### src/design/brc_pkg.sv
// ----------------------------------------------------------------------------
// brc_pkg
// Shared types and constants for the blit rectangle clipper.
// ----------------------------------------------------------------------------
package brc_pkg;

    localparam int COORD_W = 16;
    localparam int ARITH_W = 18;
    localparam int CFG_IDX_W = 2;

    typedef logic signed [COORD_W-1:0] t_coord;
    typedef logic signed [ARITH_W-1:0] t_arith;

    typedef enum logic [CFG_IDX_W-1:0] {
        CFG_CLIP_LEFT   = 2'd0,
        CFG_CLIP_TOP    = 2'd1,
        CFG_CLIP_RIGHT  = 2'd2,
        CFG_CLIP_BOTTOM = 2'd3
    } t_cfg_idx;

    localparam t_coord CLIP_LEFT_RST   = 16'sd0;
    localparam t_coord CLIP_TOP_RST    = 16'sd0;
    localparam t_coord CLIP_RIGHT_RST  = 16'sd32767;
    localparam t_coord CLIP_BOTTOM_RST = 16'sd32767;

    typedef struct packed {
        t_coord clip_left;
        t_coord clip_top;
        t_coord clip_right;
        t_coord clip_bottom;
    } t_clip_win;

    typedef struct packed {
        logic   func;
        t_coord dest_x;
        t_coord dest_y;
        t_coord dest_extent_x;
        t_coord dest_extent_y;
        t_coord src_x;
        t_coord src_y;
        t_coord src_extent_x;
        t_coord src_extent_y;
    } t_item;

    typedef struct packed {
        logic   rejected;
        t_coord dest_x;
        t_coord dest_y;
        t_coord dest_extent_x;
        t_coord dest_extent_y;
        t_coord src_x;
        t_coord src_y;
        t_coord src_extent_x;
        t_coord src_extent_y;
    } t_result;

    typedef struct packed {
        logic   reject;
        t_coord org;
        t_coord ext;
        t_coord src_org;
        t_coord src_ext;
    } t_axis_out;

    function automatic t_arith sext(input t_coord v);
        return t_arith'({{(ARITH_W-COORD_W){v[COORD_W-1]}}, v});
    endfunction

endpackage

### src/design/brc_cfg.sv
// ----------------------------------------------------------------------------
// brc_cfg
// Clip window registers, written through the configuration channel.
// ----------------------------------------------------------------------------
module brc_cfg import brc_pkg::*; (
    input  logic                 i_clk,
    input  logic                 i_rst_n,
    input  logic                 i_cfg_valid,
    output logic                 o_cfg_ready,
    input  logic [CFG_IDX_W-1:0] i_cfg_index,
    input  logic [COORD_W-1:0]   i_cfg_data,
    output t_clip_win            o_win
);

    t_clip_win r_win;

    assign o_cfg_ready = 1'b1;
    assign o_win       = r_win;

    always_ff @(posedge i_clk) begin
        if (!i_rst_n) begin
            r_win.clip_left   <= CLIP_LEFT_RST;
            r_win.clip_top    <= CLIP_TOP_RST;
            r_win.clip_right  <= CLIP_RIGHT_RST;
            r_win.clip_bottom <= CLIP_BOTTOM_RST;
        end else if (i_cfg_valid && o_cfg_ready) begin
            unique case (t_cfg_idx'(i_cfg_index))
                CFG_CLIP_LEFT:   r_win.clip_left   <= t_coord'(i_cfg_data);
                CFG_CLIP_TOP:    r_win.clip_top    <= t_coord'(i_cfg_data);
                CFG_CLIP_RIGHT:  r_win.clip_right  <= t_coord'(i_cfg_data);
                CFG_CLIP_BOTTOM: r_win.clip_bottom <= t_coord'(i_cfg_data);
                default: ;
            endcase
        end
    end

endmodule

### src/design/brc_axis.sv
// ----------------------------------------------------------------------------
// brc_axis
// One axis of the clip: extent decode, reject test, far then near edge cut,
// extent rebuild. 18-bit wrapping arithmetic, 16-bit results.
// ----------------------------------------------------------------------------
module brc_axis import brc_pkg::*; (
    input  logic      i_func,
    input  t_coord    i_org,
    input  t_coord    i_ext,
    input  t_coord    i_src_org,
    input  t_coord    i_src_ext,
    input  t_coord    i_lo,
    input  t_coord    i_hi,
    output t_axis_out o_res
);

    t_arith org, src_org, lo, hi, hi1;
    t_arith len, src_len, sum, last;
    t_arith d_hi, len1, src_len1;
    t_arith d_lo, len2, src_len2, org2, src_org2;
    t_arith ext_out, src_ext_out;
    logic   cut_hi, cut_lo;

    always_comb begin
        org     = sext(i_org);
        src_org = sext(i_src_org);
        lo      = sext(i_lo);
        hi      = sext(i_hi);
        hi1     = hi + 18'sd1;

        len     = i_func ? sext(i_ext) - org + 18'sd1 : sext(i_ext);
        src_len = i_func ? sext(i_src_ext) - src_org + 18'sd1 : sext(i_src_ext);

        sum  = org + len;
        last = sum - 18'sd1;

        cut_hi   = sum > hi1;
        d_hi     = sum - hi1;
        len1     = cut_hi ? len - d_hi : len;
        src_len1 = cut_hi ? src_len - d_hi : src_len;

        cut_lo   = org < lo;
        d_lo     = lo - org;
        len2     = cut_lo ? len1 - d_lo : len1;
        src_len2 = cut_lo ? src_len1 - d_lo : src_len1;
        src_org2 = cut_lo ? src_org + d_lo : src_org;
        org2     = cut_lo ? lo : org;

        ext_out     = i_func ? org2 + len2 - 18'sd1 : len2;
        src_ext_out = i_func ? src_org2 + src_len2 - 18'sd1 : src_len2;

        o_res.reject  = (org > hi) || (last < lo);
        o_res.org     = t_coord'(org2[COORD_W-1:0]);
        o_res.ext     = t_coord'(ext_out[COORD_W-1:0]);
        o_res.src_org = t_coord'(src_org2[COORD_W-1:0]);
        o_res.src_ext = t_coord'(src_ext_out[COORD_W-1:0]);
    end

endmodule

### src/design/blit_rect_clipper.sv
// ----------------------------------------------------------------------------
// blit_rect_clipper
// Clips a blit destination rectangle to the clip window and trims the
// source rectangle by the same amounts.
//
//   channel   direction  handshake                   payload
//   input     in         i_valid / o_stall           i_func, i_dest_*, i_src_*
//   result    out        o_valid / i_stall           o_rejected, o_out_*
//   config    in         i_cfg_valid / o_cfg_ready   i_cfg_index, i_cfg_data
//
// One transaction per cycle unless stalled; the input register and result
// register hold it in turn, both axes clipped in the logic between them.
// Synchronous active-low reset empties both registers and loads the default
// window; the config channel is always ready.
// A stalled result holds; the input register still takes a transaction
// while it is empty or the result register is free or being drained.
// ----------------------------------------------------------------------------
module blit_rect_clipper import brc_pkg::*; (
    input  logic                 i_clk,
    input  logic                 i_rst_n,
    input  logic                 i_valid,
    output logic                 o_stall,
    input  logic                 i_func,
    input  t_coord               i_dest_x,
    input  t_coord               i_dest_y,
    input  t_coord               i_dest_extent_x,
    input  t_coord               i_dest_extent_y,
    input  t_coord               i_src_x,
    input  t_coord               i_src_y,
    input  t_coord               i_src_extent_x,
    input  t_coord               i_src_extent_y,
    output logic                 o_valid,
    input  logic                 i_stall,
    output logic                 o_rejected,
    output t_coord               o_out_dest_x,
    output t_coord               o_out_dest_y,
    output t_coord               o_out_dest_extent_x,
    output t_coord               o_out_dest_extent_y,
    output t_coord               o_out_src_x,
    output t_coord               o_out_src_y,
    output t_coord               o_out_src_extent_x,
    output t_coord               o_out_src_extent_y,
    input  logic                 i_cfg_valid,
    output logic                 o_cfg_ready,
    input  logic [CFG_IDX_W-1:0] i_cfg_index,
    input  logic [COORD_W-1:0]   i_cfg_data
);

    t_clip_win win;
    t_axis_out ax_x, ax_y;
    logic      r_in_valid, r_out_valid;
    t_item     r_in;
    t_result   r_out, n_out;
    logic      out_adv, in_adv;

    brc_cfg u_cfg (
        .i_clk       (i_clk),
        .i_rst_n     (i_rst_n),
        .i_cfg_valid (i_cfg_valid),
        .o_cfg_ready (o_cfg_ready),
        .i_cfg_index (i_cfg_index),
        .i_cfg_data  (i_cfg_data),
        .o_win       (win)
    );

    brc_axis u_axis_x (
        .i_func    (r_in.func),
        .i_org     (r_in.dest_x),
        .i_ext     (r_in.dest_extent_x),
        .i_src_org (r_in.src_x),
        .i_src_ext (r_in.src_extent_x),
        .i_lo      (win.clip_left),
        .i_hi      (win.clip_right),
        .o_res     (ax_x)
    );

    brc_axis u_axis_y (
        .i_func    (r_in.func),
        .i_org     (r_in.dest_y),
        .i_ext     (r_in.dest_extent_y),
        .i_src_org (r_in.src_y),
        .i_src_ext (r_in.src_extent_y),
        .i_lo      (win.clip_top),
        .i_hi      (win.clip_bottom),
        .o_res     (ax_y)
    );

    assign out_adv = !r_out_valid || !i_stall;
    assign in_adv  = !r_in_valid || out_adv;
    assign o_stall = !in_adv;

    always_comb begin
        n_out.rejected = ax_x.reject || ax_y.reject;
        if (n_out.rejected) begin
            n_out.dest_x        = r_in.dest_x;
            n_out.dest_y        = r_in.dest_y;
            n_out.dest_extent_x = r_in.dest_extent_x;
            n_out.dest_extent_y = r_in.dest_extent_y;
            n_out.src_x         = r_in.src_x;
            n_out.src_y         = r_in.src_y;
            n_out.src_extent_x  = r_in.src_extent_x;
            n_out.src_extent_y  = r_in.src_extent_y;
        end else begin
            n_out.dest_x        = ax_x.org;
            n_out.dest_y        = ax_y.org;
            n_out.dest_extent_x = ax_x.ext;
            n_out.dest_extent_y = ax_y.ext;
            n_out.src_x         = ax_x.src_org;
            n_out.src_y         = ax_y.src_org;
            n_out.src_extent_x  = ax_x.src_ext;
            n_out.src_extent_y  = ax_y.src_ext;
        end
    end

    always_ff @(posedge i_clk) begin
        if (!i_rst_n) begin
            r_in_valid  <= 1'b0;
            r_out_valid <= 1'b0;
        end else begin
            if (in_adv) begin
                r_in_valid <= i_valid;
            end
            if (out_adv) begin
                r_out_valid <= r_in_valid;
            end
        end
    end

    always_ff @(posedge i_clk) begin
        if (in_adv && i_valid) begin
            r_in.func          <= i_func;
            r_in.dest_x        <= i_dest_x;
            r_in.dest_y        <= i_dest_y;
            r_in.dest_extent_x <= i_dest_extent_x;
            r_in.dest_extent_y <= i_dest_extent_y;
            r_in.src_x         <= i_src_x;
            r_in.src_y         <= i_src_y;
            r_in.src_extent_x  <= i_src_extent_x;
            r_in.src_extent_y  <= i_src_extent_y;
        end
        if (out_adv && r_in_valid) begin
            r_out <= n_out;
        end
    end

    assign o_valid             = r_out_valid;
    assign o_rejected          = r_out.rejected;
    assign o_out_dest_x        = r_out.dest_x;
    assign o_out_dest_y        = r_out.dest_y;
    assign o_out_dest_extent_x = r_out.dest_extent_x;
    assign o_out_dest_extent_y = r_out.dest_extent_y;
    assign o_out_src_x         = r_out.src_x;
    assign o_out_src_y         = r_out.src_y;
    assign o_out_src_extent_x  = r_out.src_extent_x;
    assign o_out_src_extent_y  = r_out.src_extent_y;

    a_reset_empty: assert property (@(posedge i_clk) !i_rst_n |=> !o_valid)
        else $error("result valid after reset");

    a_stall_only_when_full: assert property (@(posedge i_clk) disable iff (!i_rst_n)
        o_stall |-> r_in_valid)
        else $error("input stalled with empty input register");

    a_accept_lands: assert property (@(posedge i_clk) disable iff (!i_rst_n)
        (i_valid && !o_stall) |=> r_in_valid)
        else $error("accepted transaction lost");

    a_forward: assert property (@(posedge i_clk) disable iff (!i_rst_n)
        (r_in_valid && out_adv) |=> o_valid)
        else $error("transaction not forwarded to result register");

endmodule

### config.mk
export PLATFORM = sky130hd
export DESIGN_NAME = blit_rect_clipper
export DESIGN_NICKNAME = d
export VERILOG_FILES = /design/src/design/brc_pkg.sv /design/src/design/brc_cfg.sv /design/src/design/brc_axis.sv /design/src/design/blit_rect_clipper.sv
export SDC_FILE = /design/constraint.sdc
export NUM_CORES = 2
export LEC_CHECK = 0
export BUFFER_PORTS_ARGS = -buffer_cell sky130_fd_sc_hd__buf_2
export CAP_MARGIN = 20
export CORE_ASPECT_RATIO = 0.6
export CORE_UTILIZATION = 53
export CTS_BUF_LIST = sky130_fd_sc_hd__clkbuf_8 sky130_fd_sc_hd__clkbuf_16
export DETAILED_ROUTE_END_ITERATION = 10
export MAX_ROUTING_LAYER = met4
export PLACE_DENSITY = 0.72
export SYNTH_ARGS = -nofsm -noshare
export SYNTH_HDL_FRONTEND = slang
export SYNTH_SLANG_ARGS = --single-unit
### constraint.sdc
create_clock -name i_clk -period 16.2 [get_ports i_clk]
set_clock_uncertainty 0.1 [all_clocks]
set_input_delay 3.24 -clock i_clk [delete_from_list [all_inputs] [get_ports i_clk]]
set_output_delay 3.24 -clock i_clk [all_outputs]
set_load 0.02 [all_outputs]
==> flow_metrics.py <==
metrics = {
    "outcome": {
        "outcome": "finished, final reports clean",
    },
    "die": {
        "io_pins": 284,
        "num_rows": 73,
        "die_h_um": 203,
        "dieArea_mm2": 0.0682,
        "die_w_um": 337,
        "initial_core_util_pct": 53.7,
        "core-area_mm2": 0.0663,
    },
    "clock_tree": {
        "cts_max_level": 2,
        "cts_setup_buffers": 0,
        "cts_max_path_buffers": 3,
        "cts_tree": "built",
        "clock_sinks": 324,
        "root_buffer": "clkbuf_16",
        "numCtsBuffers": 34,
        "postCtsResizedCells": 0,
        "clock_latency_ps": 570,
        "clk_pin_slew_ps": 70,
        "cts-hold-fix-buffers": 0,
    },
    "synth": {
        "ys_top_cells_by_count": "528 x ha_1, 490 x inv_1, 415 x nand2_1, 323 x a21oi_1, 307 x nor2_1",
        "ys_ff_latch": 324,
        "synth_top_cell_area_share_pct": 21.8,
        "syn-instance-count": 4280,
        "synthTopCellsByArea": "edfxtp_1 22%, ha_1 19%, xnor2_1 6.9%",
        "ys_async_sr_fraction_pct": 0,
        "yosysSeqAreaShare_pct": 25.5,
        "ys_types": 89,
        "synth_enable_flop_cells": 258,
        "yosysMostFrequentCell": "ha_1",
        "synth.yosys.warnings": 0,
        "synth_top_cell_by_area": "edfxtp_1",
        "synth.cell_area_mm2": 0.0356,
        "syn_area_per_cell_um2": 8.32,
        "synth_nets": 4984,
        "synthFlopType": "edfxtp_1",
    },
    "drt": {
        "num_vias": 31941,
        "wl_per_cell_um": 20.5,
        "route.final.wire_length_mm": 112,
        "antenna_left": 0,
        "firstDrtPassIters": 5,
        "drtIter0Drc": 3703,
        "drc": 0,
        "viasPerCell": 5.87,
    },
    "sta": {
        "maxSlewHeadroom_pct": 19.8,
        "clock.fmax_ghz": 0.0767,
        "min_period_ps": 13030,
        "drv_slew": 0,
        "hold_violations": 0,
        "rsz0062_at_grt": "no",
        "finalSetupViolCount": 0,
        "setup-tns-final_ps": 0,
        "tightestPinTransition_ps": 1200,
        "setup_slack_ps": 3170,
        "finalCritPeriodShare_pct": 80.5,
    },
    "setup_path": {
        "worst_r2r_path_depth": 50,
        "critPathMaxFanout": 56,
        "endpoint_kind": "register",
        "crit_slowest_cell": "a21oi_1",
        "worstPathRequired_ps": 16400,
        "crit_family": "compound AO/OA/AOI/OAI gates",
        "path_buf_inv": 3,
        "slowest_delay_ps": 610,
        "crit_arrival_ps": 13240,
        "crit_cells": 50,
        "start_kind": "register",
        "path_class": "reg -> reg",
    },
    "layout": {
        "area_growth_pct": 9.70,
        "final_nets": 5210,
        "finish.utilization_pct": 58.9,
        "drive_gt1_share_pct": 10.2,
        "fin_cells": 5437,
    },
    "global_routing": {
        "grt_pass1_vias": 28621,
        "grt_max_degree": 130,
        "track_usage_pct": 33.2,
        "grt_pass1_wl_mm": 167,
        "grt_overflow_total": 0,
        "antenna_found_initial": 5,
    },
    "flow_run": {
        "max_cap_violations": 0,
    },
    "placement": {
        "dp_cells": 5368,
        "place_hpwl_mm": 90.6,
        "place_congestion": 1.02,
        "dp_slack_ps": 3400,
        "port_buffers": 282,
    },
    "worst_hold_path": {
        "whs_path_depth": 2,
        "hp-class": "reg -> reg",
    },
}
## routing by layer
metal  GRT usage [%]  part of all wire (%)
met5               -                     0
met4            6.54                   1.9
met3            12.6                    15
met2            37.4                    33
met1            52.6                    51
## cell usage in the layout, fill, tap and decap left out, types with 36 or more instances in the layout
master	instances
ha_1	528
inv_1	492
nand2_1	415
a21oi_1	323
nor2_1	306
o21ai_0	295
buf_2	282
xnor2_1	281
edfxtp_1	258
nor3_1	92
xor2_1	86
a21o_1	77
mux2_2	71
a21boi_0	68
dfxtp_1	66
o21a_1	63
mux2i_1	58
nand3_1	55
o211ai_1	53
o21bai_1	45
nand4_1	44
nor2b_1	43
nand2b_1	39
clkbuf_16	37
or3_1	36
## state kept, by name, summed over array words and instances (netlist names)
name and cells:
o_valid 1, o_out_src_x 16, o_out_src_extent_x 16, o_out_dest_y 16, o_out_dest_extent_x 16, o_out_dest_extent_y 16
r_in_valid 1, r_in 129, o_out_dest_x 16, u_cfg.o_win 64, o_out_src_y 16, o_out_src_extent_y 16
o_rejected 1
## logic make-up after synthesis
kind of cell    synth area share [%]
compound gates                  19.6
xor+xnor                        9.29
fa+ha+maj                       20.0
buf+inv                         6.40
flops                           25.5
mux                             4.01
other cells                   0.0105
simple gates                    15.2
## final timing paths
check / from / end / slack, ps
setup reg to reg: r_in[112] / o_out_dest_extent_x[15] / 3170
setup / recovery: r_in[112] / o_out_dest_extent_x[15] / 3170
hold reg to reg: u_cfg.o_win[32] / u_cfg.o_win[32] / 380
hold / removal: u_cfg.o_win[32] / u_cfg.o_win[32] / 380
## metrics by stage
step | area, um^2 | hold slack [ps]
after global placement | 37900 | 361
after floorplan | 35600 | 343
after detailed placement | 37900 | 375
final | 39100 | 378
after global routing | 39000 | 422
after CTS | 39000 | 384
## cell type report
class                           instances  area, um^2
Multi-Input combinational cell       3352       24300
Clock buffer                           37         926
Timing Repair Buffer                  302        1610
Sequential cell                       324        9070
Antenna cell                            6        15.0
Tap cell                              900        1130
Inverter                              492        1850
Fill cell                            6029       27300
Clock inverter                         24         155
## tightest hold or removal path, stage by stage, from the launching register on
cell	delay (ps)
dfxtp_1	320
nand2_1	50
a21boi_0	60
Power is not shown: default switching activity piles up to over one toggle a cycle in this logic, so the estimate is an artifact.
